<file path="src/hdl/assert_macros.svh">
// Assertion macros used by the top-level parser RTL.
// Each macro expects signals named clk and rst in the enclosing module.
`ifndef ASSERT_MACROS_SVH
`define ASSERT_MACROS_SVH

// Property checked on every clock edge outside of reset.
`define NGGA_ASSERT(label, prop) \
  label: assert property (@(posedge clk) disable iff (rst) prop) \
    else $error("ngga check failed");

// Property checked on every clock edge, reset cycles included.
`define NGGA_ASSERT_ALWAYS(label, prop) \
  label: assert property (@(posedge clk) prop) \
    else $error("ngga check failed");

`endif

</file>
<file path="src/hdl/ngga_pkg.sv">
// ----------------------------------------------------------------------------
// ngga_pkg
// Types and constants shared by the GGA position parser front end, queue and
// conversion pipeline.
// ----------------------------------------------------------------------------
package ngga_pkg;

  // Field widths.
  localparam int WHOLE_W = 17;
  localparam int FRAC_W  = 14;
  localparam int DIGS_W  = 3;
  localparam int COORD_W = 31;
  localparam int MAG_W   = 30;

  // Character codes.
  localparam logic [7:0] CH_LF    = 8'h0A;
  localparam logic [7:0] CH_ABORT = 8'hFF;
  localparam logic [7:0] CH_COMMA = 8'h2C;
  localparam logic [7:0] CH_POINT = 8'h2E;
  localparam logic [7:0] CH_S     = 8'h53;
  localparam logic [7:0] CH_W     = 8'h57;
  localparam logic [7:0] CH_ZERO  = 8'h30;
  localparam logic [7:0] CH_NINE  = 8'h39;

  // Scanner limits and codes.
  localparam logic [WHOLE_W-1:0] WHOLE_MAX       = 17'd99999;
  localparam logic [DIGS_W-1:0]  FRAC_MAX_DIGITS = 3'd4;
  localparam logic [DIGS_W-1:0]  REJECT_CODE     = 3'd7;
  localparam logic [2:0]         HDR_LEN         = 3'd6;
  localparam logic [3:0]         FIELD_MAX       = 4'd15;
  localparam logic [3:0]         FIELD_HDR       = 4'd0;
  localparam logic [3:0]         FIELD_LAT       = 4'd2;
  localparam logic [3:0]         FIELD_LAT_DIR   = 4'd3;
  localparam logic [3:0]         FIELD_LON       = 4'd4;
  localparam logic [3:0]         FIELD_LON_DIR   = 4'd5;

  // Direction field status codes.
  localparam logic [1:0] DIR_EMPTY = 2'd0;
  localparam logic [1:0] DIR_NEG   = 2'd1;
  localparam logic [1:0] DIR_OTHER = 2'd2;
  localparam logic [1:0] DIR_LONG  = 2'd3;

  // Coordinate scan phases.
  typedef enum logic [3:0] {
    PH_WAIT  = 4'b0001,
    PH_WHOLE = 4'b0010,
    PH_FRAC  = 4'b0100,
    PH_DONE  = 4'b1000
  } scan_phase_t;

  // Queue geometry.
  localparam int QUEUE_DEPTH = 4;
  localparam int QUEUE_AW    = 2;
  localparam int QUEUE_CW    = 3;

  // Reciprocal multipliers for the constant divisions by 100 and by 3.
  localparam logic [15:0] DIV100_MUL   = 16'd41943;
  localparam int          DIV100_SHIFT = 22;
  localparam logic [23:0] DIV3_MUL     = 24'd11184811;
  localparam int          DIV3_SHIFT   = 25;

  // One scanned coordinate as handed to the conversion pipeline.
  typedef struct packed {
    logic [WHOLE_W-1:0] whole;
    logic [FRAC_W-1:0]  frac;
    logic [DIGS_W-1:0]  digs;
    logic               present;
    logic               neg;
  } coord_rec_t;

  // One finished GGA line.
  typedef struct packed {
    coord_rec_t lat;
    coord_rec_t lon;
  } line_rec_t;

  // Characters of the sentence tag "$GPGGA", by position.
  function automatic logic [7:0] tag_char(input logic [2:0] idx);
    logic [7:0] ch;
    unique case (idx)
      3'd0:    ch = 8'h24;
      3'd1:    ch = 8'h47;
      3'd2:    ch = 8'h50;
      3'd3:    ch = 8'h47;
      3'd4:    ch = 8'h47;
      3'd5:    ch = 8'h41;
      default: ch = 8'h00;
    endcase
    return ch;
  endfunction

endpackage

</file>
<file path="src/hdl/ngga_front.sv">
// ----------------------------------------------------------------------------
// ngga_front
// Byte scanner: splits lines and fields, matches the sentence tag and gathers
// the digits of both coordinates. Hands one record per GGA line to the queue.
// ----------------------------------------------------------------------------
module ngga_front import ngga_pkg::*; (
  input  logic       clk,
  input  logic       rst,
  input  logic       accept,
  input  logic [7:0] rx_byte,
  output logic       push,
  output line_rec_t  push_rec
);

  logic [3:0]         field_number, field_number_next;
  logic [2:0]         header_progress, header_progress_next;
  logic               header_mismatch, header_mismatch_next;
  logic               line_has_text, line_has_text_next;
  logic [WHOLE_W-1:0] coord_whole [2];
  logic [WHOLE_W-1:0] coord_whole_next [2];
  logic [FRAC_W-1:0]  coord_fraction [2];
  logic [FRAC_W-1:0]  coord_fraction_next [2];
  logic [DIGS_W-1:0]  coord_fraction_digits [2];
  logic [DIGS_W-1:0]  coord_fraction_digits_next [2];
  scan_phase_t        coord_scan_phase [2];
  scan_phase_t        coord_scan_phase_next [2];
  logic [1:0]         direction_status [2];
  logic [1:0]         direction_status_next [2];
  coord_rec_t         rec [2];

  // Record of the current line, taken when its newline arrives.
  always_comb begin
    for (int k = 0; k < 2; k++) begin
      rec[k].whole   = coord_whole[k];
      rec[k].frac    = coord_fraction[k];
      rec[k].digs    = coord_fraction_digits[k];
      rec[k].present = (coord_scan_phase[k] != PH_WAIT) &&
                       (coord_fraction_digits[k] != REJECT_CODE);
      rec[k].neg     = (direction_status[k] == DIR_NEG);
    end
    push_rec.lat = rec[0];
    push_rec.lon = rec[1];
  end

  // Next state of the scanner for one accepted byte.
  always_comb begin
    logic               is_digit;
    logic [3:0]         dval;
    logic [19:0]        grown;
    logic               clear;
    is_digit = (rx_byte >= CH_ZERO) && (rx_byte <= CH_NINE);
    dval     = rx_byte[3:0];
    grown    = '0;
    clear    = 1'b0;
    push     = 1'b0;

    field_number_next    = field_number;
    header_progress_next = header_progress;
    header_mismatch_next = header_mismatch;
    line_has_text_next   = line_has_text;
    for (int k = 0; k < 2; k++) begin
      coord_whole_next[k]           = coord_whole[k];
      coord_fraction_next[k]        = coord_fraction[k];
      coord_fraction_digits_next[k] = coord_fraction_digits[k];
      coord_scan_phase_next[k]      = coord_scan_phase[k];
      direction_status_next[k]      = direction_status[k];
    end

    if (accept) begin
      if (rx_byte == CH_ABORT) begin
        clear = 1'b1;
      end else if (rx_byte == CH_LF) begin
        push  = line_has_text && !header_mismatch && (header_progress == HDR_LEN);
        clear = 1'b1;
      end else if (rx_byte == CH_COMMA) begin
        line_has_text_next = 1'b1;
        if ((field_number == FIELD_HDR) && (header_progress != HDR_LEN)) begin
          header_mismatch_next = 1'b1;
        end
        if (field_number < FIELD_MAX) begin
          field_number_next = field_number + 4'd1;
        end
      end else begin
        line_has_text_next = 1'b1;

        // Sentence tag in the first field.
        if (field_number == FIELD_HDR) begin
          if ((header_progress < HDR_LEN) && (rx_byte == tag_char(header_progress))) begin
            header_progress_next = header_progress + 3'd1;
          end else begin
            header_mismatch_next = 1'b1;
          end
        end

        for (int k = 0; k < 2; k++) begin
          // Coordinate digits.
          if (field_number == ((k == 0) ? FIELD_LAT : FIELD_LON)) begin
            unique case (coord_scan_phase[k])
              PH_WAIT: begin
                if (is_digit) begin
                  coord_whole_next[k]      = WHOLE_W'(dval);
                  coord_scan_phase_next[k] = PH_WHOLE;
                end else begin
                  coord_fraction_digits_next[k] = REJECT_CODE;
                  coord_scan_phase_next[k]      = PH_DONE;
                end
              end
              PH_WHOLE: begin
                if (is_digit) begin
                  grown = 20'(coord_whole[k]) * 20'd10 + 20'(dval);
                  coord_whole_next[k] = (grown > 20'(WHOLE_MAX)) ? WHOLE_MAX
                                                                 : grown[WHOLE_W-1:0];
                end else if (rx_byte == CH_POINT) begin
                  coord_scan_phase_next[k] = PH_FRAC;
                end else begin
                  coord_scan_phase_next[k] = PH_DONE;
                end
              end
              PH_FRAC: begin
                if (is_digit) begin
                  if (coord_fraction_digits[k] < FRAC_MAX_DIGITS) begin
                    coord_fraction_next[k] =
                      FRAC_W'(coord_fraction[k] * 14'd10 + FRAC_W'(dval));
                    coord_fraction_digits_next[k] = coord_fraction_digits[k] + 3'd1;
                  end
                end else begin
                  coord_scan_phase_next[k] = PH_DONE;
                end
              end
              default: begin
              end
            endcase
          end

          // Direction letter.
          if (field_number == ((k == 0) ? FIELD_LAT_DIR : FIELD_LON_DIR)) begin
            if (direction_status[k] == DIR_EMPTY) begin
              direction_status_next[k] = ((rx_byte == CH_S) || (rx_byte == CH_W)) ?
                                         DIR_NEG : DIR_OTHER;
            end else begin
              direction_status_next[k] = DIR_LONG;
            end
          end
        end
      end
    end

    // Line end or abort starts a fresh line.
    if (clear) begin
      field_number_next    = '0;
      header_progress_next = '0;
      header_mismatch_next = 1'b0;
      line_has_text_next   = 1'b0;
      for (int k = 0; k < 2; k++) begin
        coord_whole_next[k]           = '0;
        coord_fraction_next[k]        = '0;
        coord_fraction_digits_next[k] = '0;
        coord_scan_phase_next[k]      = PH_WAIT;
        direction_status_next[k]      = DIR_EMPTY;
      end
    end
  end

  // Scanner state registers.
  always_ff @(posedge clk) begin
    if (rst) begin
      field_number    <= '0;
      header_progress <= '0;
      header_mismatch <= 1'b0;
      line_has_text   <= 1'b0;
      for (int k = 0; k < 2; k++) begin
        coord_whole[k]           <= '0;
        coord_fraction[k]        <= '0;
        coord_fraction_digits[k] <= '0;
        coord_scan_phase[k]      <= PH_WAIT;
        direction_status[k]      <= DIR_EMPTY;
      end
    end else begin
      field_number    <= field_number_next;
      header_progress <= header_progress_next;
      header_mismatch <= header_mismatch_next;
      line_has_text   <= line_has_text_next;
      for (int k = 0; k < 2; k++) begin
        coord_whole[k]           <= coord_whole_next[k];
        coord_fraction[k]        <= coord_fraction_next[k];
        coord_fraction_digits[k] <= coord_fraction_digits_next[k];
        coord_scan_phase[k]      <= coord_scan_phase_next[k];
        direction_status[k]      <= direction_status_next[k];
      end
    end
  end

endmodule

</file>
<file path="src/hdl/ngga_queue.sv">
// ----------------------------------------------------------------------------
// ngga_queue
// Small first-in first-out queue of line records between the byte scanner
// and the conversion pipeline. Read data is registered.
// ----------------------------------------------------------------------------
module ngga_queue import ngga_pkg::*; (
  input  logic      clk,
  input  logic      rst,
  input  logic      push,
  input  line_rec_t push_rec,
  input  logic      pop,
  output logic      full,
  output logic      empty,
  output line_rec_t rd_rec
);

  line_rec_t             mem [QUEUE_DEPTH];
  logic [QUEUE_AW-1:0]   wr_ptr;
  logic [QUEUE_AW-1:0]   rd_ptr;
  logic [QUEUE_CW-1:0]   count;

  assign full  = (count == QUEUE_CW'(QUEUE_DEPTH));
  assign empty = (count == '0);

  // Storage write and registered read.
  always_ff @(posedge clk) begin
    if (push) begin
      mem[wr_ptr] <= push_rec;
    end
    if (pop) begin
      rd_rec <= mem[rd_ptr];
    end
  end

  // Pointers and fill count.
  always_ff @(posedge clk) begin
    if (rst) begin
      wr_ptr <= '0;
      rd_ptr <= '0;
      count  <= '0;
    end else begin
      if (push) begin
        wr_ptr <= wr_ptr + QUEUE_AW'(1);
      end
      if (pop) begin
        rd_ptr <= rd_ptr + QUEUE_AW'(1);
      end
      if (push && !pop) begin
        count <= count + QUEUE_CW'(1);
      end else if (pop && !push) begin
        count <= count - QUEUE_CW'(1);
      end
    end
  end

endmodule

</file>
<file path="src/hdl/ngga_conv.sv">
// ----------------------------------------------------------------------------
// ngga_conv
// Conversion pipeline: turns the scanned ddmm.mmmm digits of both
// coordinates into signed microdegrees and holds the result for the receiver.
// ----------------------------------------------------------------------------
module ngga_conv import ngga_pkg::*; (
  input  logic                      clk,
  input  logic                      rst,
  input  logic                      q_empty,
  input  line_rec_t                 q_rec,
  output logic                      pop,
  output logic                      out_valid,
  input  logic                      out_stall,
  output logic signed [COORD_W-1:0] latitude,
  output logic signed [COORD_W-1:0] longitude,
  output logic                      latitude_present,
  output logic                      longitude_present
);

  logic                      advance;
  logic                      v0, s1_v, s2_v, s3_v, s4_v;
  coord_rec_t                in_rec [2];

  // Stage registers, one lane per coordinate.
  logic [WHOLE_W-1:0]        s1_whole [2];
  logic [10:0]               s1_qest [2];
  logic [FRAC_W-1:0]         s1_scaled [2];
  logic                      s1_present [2];
  logic                      s1_neg [2];
  logic [9:0]                s2_deg [2];
  logic [6:0]                s2_mins [2];
  logic [FRAC_W-1:0]         s2_scaled [2];
  logic                      s2_present [2];
  logic                      s2_neg [2];
  logic [9:0]                s3_deg [2];
  logic [22:0]               s3_m5 [2];
  logic                      s3_present [2];
  logic                      s3_neg [2];
  logic [9:0]                s4_deg [2];
  logic [20:0]               s4_quot [2];
  logic                      s4_present [2];
  logic                      s4_neg [2];
  logic [COORD_W-1:0]        res [2];

  // Stage logic values.
  logic [10:0]               c1_qest [2];
  logic [FRAC_W-1:0]         c1_scaled [2];
  logic [9:0]                c2_deg [2];
  logic [6:0]                c2_mins [2];
  logic [22:0]               c3_m5 [2];
  logic [20:0]               c4_quot [2];
  logic [COORD_W-1:0]        c5_res [2];

  // The whole pipeline moves when the output register is free or being taken.
  assign advance = !out_valid || !out_stall;
  assign pop     = advance && !q_empty;

  assign in_rec[0] = q_rec.lat;
  assign in_rec[1] = q_rec.lon;

  always_comb begin
    logic [32:0] prod_q;
    logic [17:0] rem;
    logic [19:0] minutes;
    logic [47:0] prod_d;
    logic [MAG_W-1:0] mag;
    for (int k = 0; k < 2; k++) begin
      // Degrees estimate by reciprocal of 100; fraction scaled to four digits.
      prod_q     = 33'(in_rec[k].whole) * 33'(DIV100_MUL);
      c1_qest[k] = 11'(prod_q >> DIV100_SHIFT);
      unique case (in_rec[k].digs)
        3'd0:    c1_scaled[k] = '0;
        3'd1:    c1_scaled[k] = FRAC_W'(in_rec[k].frac * 14'd1000);
        3'd2:    c1_scaled[k] = FRAC_W'(in_rec[k].frac * 14'd100);
        3'd3:    c1_scaled[k] = FRAC_W'(in_rec[k].frac * 14'd10);
        default: c1_scaled[k] = in_rec[k].frac;
      endcase

      // Correct the estimate; the remainder is whole minutes.
      rem = 18'(s1_whole[k]) - 18'(s1_qest[k]) * 18'd100;
      if (rem >= 18'd100) begin
        c2_deg[k]  = 10'(s1_qest[k] + 11'd1);
        c2_mins[k] = 7'(rem - 18'd100);
      end else begin
        c2_deg[k]  = 10'(s1_qest[k]);
        c2_mins[k] = 7'(rem);
      end

      // Minutes in 1/10000 units, times 5 (100/60 = 5/3).
      minutes  = 20'(s2_mins[k]) * 20'd10000 + 20'(s2_scaled[k]);
      c3_m5[k] = 23'(minutes) * 23'd5;

      // Divide by 3 through the reciprocal.
      prod_d     = 48'(s3_m5[k]) * 48'(DIV3_MUL);
      c4_quot[k] = 21'(prod_d >> DIV3_SHIFT);

      // Magnitude, sign and the absent case.
      mag = 30'(s4_deg[k]) * 30'd1000000 + 30'(s4_quot[k]);
      if (!s4_present[k]) begin
        c5_res[k] = '0;
      end else if (s4_neg[k]) begin
        c5_res[k] = COORD_W'(31'd0 - {1'b0, mag});
      end else begin
        c5_res[k] = {1'b0, mag};
      end
    end
  end

  // Pipeline valid bits.
  always_ff @(posedge clk) begin
    if (rst) begin
      v0        <= 1'b0;
      s1_v      <= 1'b0;
      s2_v      <= 1'b0;
      s3_v      <= 1'b0;
      s4_v      <= 1'b0;
      out_valid <= 1'b0;
    end else if (advance) begin
      v0        <= pop;
      s1_v      <= v0;
      s2_v      <= s1_v;
      s3_v      <= s2_v;
      s4_v      <= s3_v;
      out_valid <= s4_v;
    end
  end

  // Pipeline payload.
  always_ff @(posedge clk) begin
    if (advance) begin
      for (int k = 0; k < 2; k++) begin
        s1_whole[k]   <= in_rec[k].whole;
        s1_qest[k]    <= c1_qest[k];
        s1_scaled[k]  <= c1_scaled[k];
        s1_present[k] <= in_rec[k].present;
        s1_neg[k]     <= in_rec[k].neg;
        s2_deg[k]     <= c2_deg[k];
        s2_mins[k]    <= c2_mins[k];
        s2_scaled[k]  <= s1_scaled[k];
        s2_present[k] <= s1_present[k];
        s2_neg[k]     <= s1_neg[k];
        s3_deg[k]     <= s2_deg[k];
        s3_m5[k]      <= c3_m5[k];
        s3_present[k] <= s2_present[k];
        s3_neg[k]     <= s2_neg[k];
        s4_deg[k]     <= s3_deg[k];
        s4_quot[k]    <= c4_quot[k];
        s4_present[k] <= s3_present[k];
        s4_neg[k]     <= s3_neg[k];
        res[k]        <= c5_res[k];
      end
      latitude_present  <= s4_present[0];
      longitude_present <= s4_present[1];
    end
  end

  assign latitude  = $signed(res[0]);
  assign longitude = $signed(res[1]);

endmodule

</file>
<file path="src/hdl/nmea_gga_position_parser.sv">
// ----------------------------------------------------------------------------
// nmea_gga_position_parser
// Parses a stream of NMEA characters and reports GGA latitude and longitude
// in signed microdegrees.
// ----------------------------------------------------------------------------
// Usage:
//   Input channel: one character per transaction on rx_byte, qualified by
//   in_valid and in_stall. A newline ends a line, 0xFF discards it.
//   Output channel: one transaction per $GPGGA line, carrying latitude,
//   longitude and their present flags, qualified by out_valid and out_stall.
//   Throughput: one character per cycle. The input stalls only when the
//   four-entry line queue is full, which takes four GGA lines piling up
//   behind a stalled receiver.
//   Path: the result is registered through the queue read register and
//   the five-stage conversion pipeline (divide by 100, correction, minutes
//   times 5, divide by 3, scale and sign).
//   Reset clears the scanner, the queue and all pipeline valid bits; the
//   first line after reset is parsed from its first character.
//   While the receiver stalls, the held result stays on the output and the
//   pipeline freezes; characters keep being taken until the queue fills.
// ----------------------------------------------------------------------------
`include "assert_macros.svh"

module nmea_gga_position_parser import ngga_pkg::*; (
  input  logic                      clk,
  input  logic                      rst,
  input  logic                      in_valid,
  output logic                      in_stall,
  input  logic [7:0]                rx_byte,
  output logic                      out_valid,
  input  logic                      out_stall,
  output logic signed [COORD_W-1:0] latitude,
  output logic signed [COORD_W-1:0] longitude,
  output logic                      latitude_present,
  output logic                      longitude_present
);

  logic      accept;
  logic      q_push;
  logic      q_full;
  logic      q_empty;
  logic      q_pop;
  line_rec_t push_rec;
  line_rec_t q_rec;
  logic      lat_absent_ok;
  logic      lon_absent_ok;

  // Input transactions wait only while the queue is full.
  assign in_stall = q_full;
  assign accept   = in_valid && !in_stall;

  ngga_front u_front (
    .clk      (clk),
    .rst      (rst),
    .accept   (accept),
    .rx_byte  (rx_byte),
    .push     (q_push),
    .push_rec (push_rec)
  );

  ngga_queue u_queue (
    .clk      (clk),
    .rst      (rst),
    .push     (q_push),
    .push_rec (push_rec),
    .pop      (q_pop),
    .full     (q_full),
    .empty    (q_empty),
    .rd_rec   (q_rec)
  );

  ngga_conv u_conv (
    .clk               (clk),
    .rst               (rst),
    .q_empty           (q_empty),
    .q_rec             (q_rec),
    .pop               (q_pop),
    .out_valid         (out_valid),
    .out_stall         (out_stall),
    .latitude          (latitude),
    .longitude         (longitude),
    .latitude_present  (latitude_present),
    .longitude_present (longitude_present)
  );

  // A coordinate is either present or reads as zero.
  assign lat_absent_ok = latitude_present || (latitude == '0);
  assign lon_absent_ok = longitude_present || (longitude == '0);

  // A line record is never written into a full queue.
  `NGGA_ASSERT(a_push_not_full, q_push |-> !q_full)
  // An absent coordinate is reported as zero.
  `NGGA_ASSERT(a_absent_zero, out_valid |-> lat_absent_ok && lon_absent_ok)
  // The reported latitude stays within the largest magnitude the digits can give.
  `NGGA_ASSERT(a_lat_range, out_valid |-> (latitude <= 31'sd1000666665) && (latitude >= -31'sd1000666665))
  // Reset is followed by no valid result and no line push.
  `NGGA_ASSERT_ALWAYS(a_reset_clears, rst |=> !out_valid && !q_push)

endmodule
</file>
<file path="config.mk">
export PLATFORM = sky130hd
export DESIGN_NAME = nmea_gga_position_parser
export DESIGN_NICKNAME = d
export VERILOG_FILES = /design/src/hdl/ngga_pkg.sv /design/src/hdl/ngga_front.sv /design/src/hdl/ngga_queue.sv /design/src/hdl/ngga_conv.sv /design/src/hdl/nmea_gga_position_parser.sv
export VERILOG_INCLUDE_DIRS = /design/src /design/src/hdl
export SDC_FILE = /design/constraint.sdc
export NUM_CORES = 2
export LEC_CHECK = 0
export BUFFER_PORTS_ARGS = -buffer_cell sky130_fd_sc_hd__buf_2
export CORE_MARGIN = 10
export CORE_UTILIZATION = 55
export CTS_CLUSTER_DIAMETER = 150
export DETAILED_ROUTE_END_ITERATION = 8
export PLACE_DENSITY = 0.71
export SLEW_MARGIN = 40
export SYNTH_ARGS = -nofsm -noshare
export SYNTH_HDL_FRONTEND = slang
export SYNTH_SLANG_ARGS = --single-unit
</file>
<file path="constraint.sdc">
create_clock -name clk -period 17.76 [get_ports clk]
set_clock_uncertainty 0.05 [all_clocks]
set_input_delay 2.664 -clock clk [delete_from_list [all_inputs] [get_ports clk]]
set_output_delay 2.664 -clock clk [all_outputs]
set_load 0.005 [all_outputs]
</file>
Yosys cells after proc, flatten, opt, wreduce, memory -nomap -nowiden
Memories as Yosys holds them, arrays and structs flattened. A register that Yosys moved wholly into a read port is not among the register bits.
Cells that the tools add are included.
{"block": "word_totals", "romBits": 0, "memories": 25, "latch_bits": 0, "mem_bits_rw": 720, "elab_cells": 296, "reg_bits": 24, "output_inout_bits": 66, "inputBits": 12}
{"memory": "u_queue.mem", "depth": 4, "word_bits": 72, "rd": 1, "rd_clocked_by_memory_dff": 1, "wr": 1, "line_no": "ngga_queue.sv:17", "rtl": "line_rec_t mem [QUEUE_DEPTH];"}
{"memory": "u_conv.res", "depth": 2, "word_bits": 31, "rd": 2, "rd_clocked_by_memory_dff": 0, "wr": 2, "line_no": "ngga_conv.sv:43", "rtl": "logic [COORD_W-1:0] res [2];"}
{"memory": "u_conv.s3_m5", "depth": 2, "word_bits": 23, "rd": 2, "rd_clocked_by_memory_dff": 0, "wr": 2, "line_no": "ngga_conv.sv:36", "rtl": "logic [22:0] s3_m5 [2];"}
{"memory": "u_conv.s4_quot", "depth": 2, "word_bits": 21, "rd": 2, "rd_clocked_by_memory_dff": 0, "wr": 2, "line_no": "ngga_conv.sv:40", "rtl": "logic [20:0] s4_quot [2];"}
{"memory": "u_conv.s1_whole", "depth": 2, "word_bits": 17, "rd": 2, "rd_clocked_by_memory_dff": 0, "wr": 2, "line_no": "ngga_conv.sv:25", "rtl": "logic [WHOLE_W-1:0] s1_whole [2];"}
{"memory": "u_front.coord_whole", "depth": 2, "word_bits": 17, "rd": 2, "rd_clocked_by_memory_dff": 0, "wr": 2, "line_no": "ngga_front.sv:19", "rtl": "logic [WHOLE_W-1:0] coord_whole [2];"}
{"memory": "+19 memories"}
{"block": "op_classes", "n_eq_ne": 39, "n_mux": 113, "reduce_logical": 35, "shift": 0, "magnitude_cmp": 10, "div": 0, "bitwise": 13, "addsub": 24, "n_mul": 22}
{"operator": "$mux W17", "n": 10}
{"operator": "$mux W34", "n": 5}
{"operator": "$mux W14", "n": 10}
{"operator": "$mux W28", "n": 5}
{"operator": "$mux W31", "n": 4}
{"operator": "$pmux W14 S4", "n": 2}
{"operator": "$mul A23 B24 Y46 const B", "n": 2}
{"operator": "$mux W8", "n": 10}
{"operator": "$pmux W17 S2", "n": 2}
{"operator": "$mul A17 B16 Y33 const B", "n": 2}
{"operator": "$sub A1 B30 Y31 const A", "n": 2}
{"operator": "$add A30 B21 Y30", "n": 2}
{"operator": "$mux W4", "n": 15}
{"operator": "$mul A14 B3 Y13 const B", "n": 4}
{"operator": "$mul A10 B14 Y24 const B", "n": 2}
{"operator": "$mul A20 B3 Y23 const B", "n": 2}
{"operator": "$add A20 B14 Y20", "n": 2}
{"operator": "$add A20 B4 Y20", "n": 2}
{"operator": "$gt A20 B17 Y1 const B", "n": 2}
{"operator": "$mul A17 B3 Y19 const B", "n": 2}
{"operator": "$ge A18 B7 Y1 const B", "n": 2}
{"operator": "$mux W3", "n": 12}
{"operator": "$sub A17 B18 Y18", "n": 2}
{"operator": "$mul A11 B5 Y16 const B", "n": 2}
{"operator": "52 further kinds", "n": 151}

Longest topological paths before layout
An unclocked memory read counts as a cell.
{"block": "depth", "word_depth": 14, "mapped_depth": 28, "depth_no_buf": 27}

Hierarchy
Synthesis repeated with hierarchy kept, for this count alone.
{"block": "hier_totals", "cells_unflattened": 6671, "area_unflattened_um2": 76332.0}
{"mod": "ngga_conv", "instances": 1, "cells_per_inst": 5151, "seq_area_each_um2": 10750.3, "area_each_um2": 54751.3}
{"mod": "ngga_queue", "instances": 1, "cells_per_inst": 488, "seq_area_each_um2": 10950.5, "area_each_um2": 12939.9}
{"mod": "ngga_front", "instances": 1, "cells_per_inst": 1031, "seq_area_each_um2": 1781.7, "area_each_um2": 8627.0}
{"mod": "nmea_gga_position_parser", "instances": 1, "cells_per_inst": 1, "seq_area_each_um2": 0.0, "area_each_um2": 13.8}

Worst setup path after synthesis
No wires, ideal clock.
{"block": "synth_timing", "kind": "input to register", "startpoint": "input port out_stall", "endpoint": "register u_queue.rd_ptr[1]", "required_time_ns": 17.582, "cell_stages": 6, "setup_ns": 0.128, "slack_ns": 4.091, "path_buffers": 0, "arrival_time_ns": 13.492, "path_cell_list": "nand2_1 o31ai_1 inv_1 nand2_1 xor2_1 nor2_1"}
{"block": "synth_via", "elab_chain_cells": 3}
{"element": "from (decl)", "line_no": "nmea_gga_position_parser.sv:31", "rtl": "input logic out_stall,"}
{"element": "$logic_not A1 Y1", "line_no": "ngga_conv.sv:55", "rtl": "assign advance = !out_valid || !out_stall;"}
{"element": "$logic_or A1 B1 Y1", "line_no": "ngga_conv.sv:55"}
{"element": "$logic_and A1 B1 Y1", "line_no": "ngga_conv.sv:56", "rtl": "assign pop = advance && !q_empty;"}
{"element": "via q_pop", "line_no": "nmea_gga_position_parser.sv:42", "rtl": "logic q_pop;"}
{"element": "to (signal assigned)", "line_no": "ngga_queue.sv:46", "rtl": "rd_ptr <= rd_ptr + QUEUE_AW'(1);"}
{"element": "to (decl)", "line_no": "ngga_queue.sv:19", "rtl": "logic [QUEUE_AW-1:0] rd_ptr;"}
The timed path passes the listed nets, and every way through them passes these cells.
A chain may end at the register's enable or synchronous reset.

==> impl_metrics.json <==
{
  "status": "completed",
  "top_layer_used": "met4",
  "cp_slowest_cell": "fa_1",
  "yosysSeqAreaShare": 0.310,
  "wl_met1_mm": 65.9,
  "worstMarginPinSlew_ns": 0.819,
  "cts_buffers": 88,
  "crit_arrival_ns": 8.15,
  "ant_nets": 0,
  "hpwl_mm": 113,
  "routed_via_density": 5.45,
  "synth-edff-count": 714,
  "path_cells": "ha_1 > fa_1 > fa_1 > inv_1 > fa_1 > inv_1 > fa_1 > fa_1 > fa_1 > ha_1 > a21oi_1 > o211ai_1 > a211oi_1 > o21ai_1 > o211ai_1 > a21oi_1 > a211o_1 > or3_1 > a311oi_1 > o21bai_1 > a21oi_1 > xnor2_1",
  "finalSetupTns_ns": 0,
  "fp.coreArea_um2": 137000,
  "crit_required_ns": 18.14,
  "setup_violations": 0,
  "cts.reportedPaths.clkPinSlew_ns": 0.06,
  "diodes": 0,
  "clk_latency_ns": 0.73,
  "layout.nets": 8705,
  "max-slew-margin-rel": 0.454,
  "yosys_warnings": 0,
  "rrSetupSlack_ns": 9.99,
  "avgSynthCellArea_um2": 11.5,
  "synth_seq_cells": 816,
  "wl_met3_mm": 5.15,
  "cts_resized": 0,
  "max_freq_mhz": 129,
  "initial_core_util": 0.552,
  "htreeDepth": 3,
  "route.detailed.drc": 0,
  "yosysUniqueCellTypes": 111,
  "synth_nets": 8600,
  "netlist_top_cells_area": "edfxtp_1, ha_1, fa_1, inv_1, xnor2_1",
  "antenna_found_initial": 0,
  "io_pins": 78,
  "clock_sink_count": 816,
  "max_stage_delay_ns": 0.76,
  "vias": 46659,
  "drtPass1Iterations": 7,
  "synth_top_area_share": 0.283,
  "hold_buffers": 0,
  "max_cap_viol_count": 0,
  "drive_gt1_frac": 0.0604,
  "postCtsSetupRepairBufs": 0,
  "period_share": 0.437,
  "clockBufferDepth": 3,
  "crit_buf_inv": 2,
  "wirelength_mm": 142,
  "drt-initial-drc-count": 2165,
  "synthFlopType": "edfxtp_1",
  "grt_pass1_vias": 49061,
  "grt_max_degree": 148,
  "end_kind": "flop",
  "synth_top_family_by_area": "adder cells",
  "rsz0062_at_grt": "no",
  "overflow": 0,
  "synth_top_area_cell": "edfxtp_1",
  "grt_pass1_wl_mm": 240,
  "syn_to_final_growth_pct": 7.33,
  "critical_path_class": "flop to flop",
  "yosys.area_share.simple": 0.0676,
  "dieArea_um2": 153000,
  "crit_family": "adder cells",
  "gr-usage-all-layers": 0.189,
  "syn-cell-area_um2": 75700,
  "startpoint_type": "flop",
  "hold_viol": 0,
  "finalCriticalPeriod_ns": 7.77,
  "final_util": 0.592,
  "synthAdderAreaFrac": 0.394,
  "path_common_cell": "fa_1",
  "slew_viol_final": 0,
  "final.fill_count": 10966,
  "synthMuxAreaShare": 0.0257,
  "post_drt_wl_per_cell_um": 16.6,
  "rows": 136,
  "dr_wl_met2_mm": 67.7,
  "gp_congestion": 0.890,
  "fp.dieW_um": 391,
  "clockRootBuffer": "clkbuf_16",
  "port_buffers": 77,
  "hp-class": "flop to flop",
  "synth_xor_xnor_area_share": 0.0575,
  "critPathMaxFanout": 5,
  "synthCells": 6594,
  "whs_ns": 0.357,
  "async_flop_share": 0,
  "tritoncts": "done",
  "die_h_um": 391,
  "synth_compound_area_frac": 0.0856
}
==> flip-flops by register name, indices dropped and copies added, names as in the netlist, 28 cells and up <==
name	count
u_conv.s4_quot	42
u_queue.rd_rec	72
u_conv.res	62
u_front.coord_whole	34
u_conv.s1_scaled	28
u_front.coord_fraction	28
u_conv.s1_whole	34
u_conv.s2_scaled	28
u_queue.mem	288
u_conv.s3_m5	46
==> synth_stat cells, types with 20 or more instances <==
cell / n
clkbuf_1: 63
o21ai_0: 156
a21oi_1: 297
nand2b_1: 52
a211oi_1: 48
nand3_1: 91
xor2_1: 148
mux2i_1: 26
dfxtp_1: 102
o21bai_1: 61
mux4_2: 72
xnor2_1: 340
o211ai_1: 20
nor3_1: 82
nor2_1: 296
fa_1: 647
o21a_1: 49
a21o_1: 97
and2_1: 56
and3_1: 28
or3_1: 29
ha_1: 1347
nand2_1: 177
nor2b_1: 47
inv_1: 1117
a31oi_1: 20
nand4_1: 22
o31ai_1: 25
edfxtp_1: 714
==> layer usage <==
metal	track usage	vias up
li1	-	23135
met1	0.254	22681
met2	0.321	650
met3	0.0267	193
met4	0.0460	0
met5	0	-
==> layout by cell type, fill, tap and decap left out, types with 52 or more instances in the layout <==
| master | n |
|---|---|
| ha_1 | 1347 |
| inv_1 | 1115 |
| edfxtp_1 | 714 |
| fa_1 | 647 |
| xnor2_1 | 340 |
| a21oi_1 | 296 |
| nor2_1 | 294 |
| nand2_1 | 176 |
| o21ai_0 | 156 |
| xor2_1 | 148 |
| dfxtp_1 | 100 |
| a21o_1 | 97 |
| nand3_1 | 91 |
| clkbuf_16 | 88 |
| nor3_1 | 80 |
| buf_2 | 77 |
| mux4_2 | 72 |
| o21bai_1 | 61 |
| nand2b_1 | 52 |
| and2_1 | 52 |
==> cell families (layout without fill, tap and decap cells) <==
group | after synthesis | count (layout)
compound gates | 982 | 982
flops | 816 | 816
xor+xnor | 492 | 492
mux | 104 | 104
simple gates | 1005 | 1005
fa+ha+maj | 1994 | 1994
buf+inv | 1201 | 1376
==> per-stage QoR <==
stage               instance area (µm²)  cells  worst slack, ns
floorplan                         75700   6594             4.09
global placement                  78200   8398            10.05
detailed placement                78200   8400             9.96
CTS                               81200   8560             9.94
global route                      81300   8563             9.55
finish                            81300   8563             9.99
==> layout make-up <==
| cell class | count | area (µm²) | share of cell area |
|---|---|---|---|
| Sequential cell | 816 | 23500 | 0.289 |
| Multi-Input combinational cell | 4577 | 47800 | 0.588 |
| Clock inverter | 55 | 653 | 0.00804 |
| Inverter | 1118 | 4200 | 0.0517 |
| Clock buffer | 105 | 2300 | 0.0283 |
| Tap cell | 1794 | 2240 | 0.0276 |
| Timing Repair Buffer | 98 | 598 | 0.00736 |
==> final timing paths <==
| path | startpoint | endpoint | cells after the start |
|---|---|---|---|
| setup reg to reg | u_conv.s3_m5[0][2]$_DFFE_PP_ | u_conv.s4_quot[0][20]$_DFFE_PP_ | 22 |
| hold / removal | u_conv.s3_deg[0][4]$_DFFE_PP_ | u_conv.s4_deg[0][4]$_DFFE_PP_ | 0 |
| setup / recovery | u_conv.s3_m5[0][2]$_DFFE_PP_ | u_conv.s4_quot[0][20]$_DFFE_PP_ | 22 |
| hold reg to reg | u_conv.s3_deg[0][4]$_DFFE_PP_ | u_conv.s4_deg[0][4]$_DFFE_PP_ | 0 |
Power is left out: the tool's default activity adds up to more than one toggle a clock period on the data nets, which glitch-free logic cannot reach.
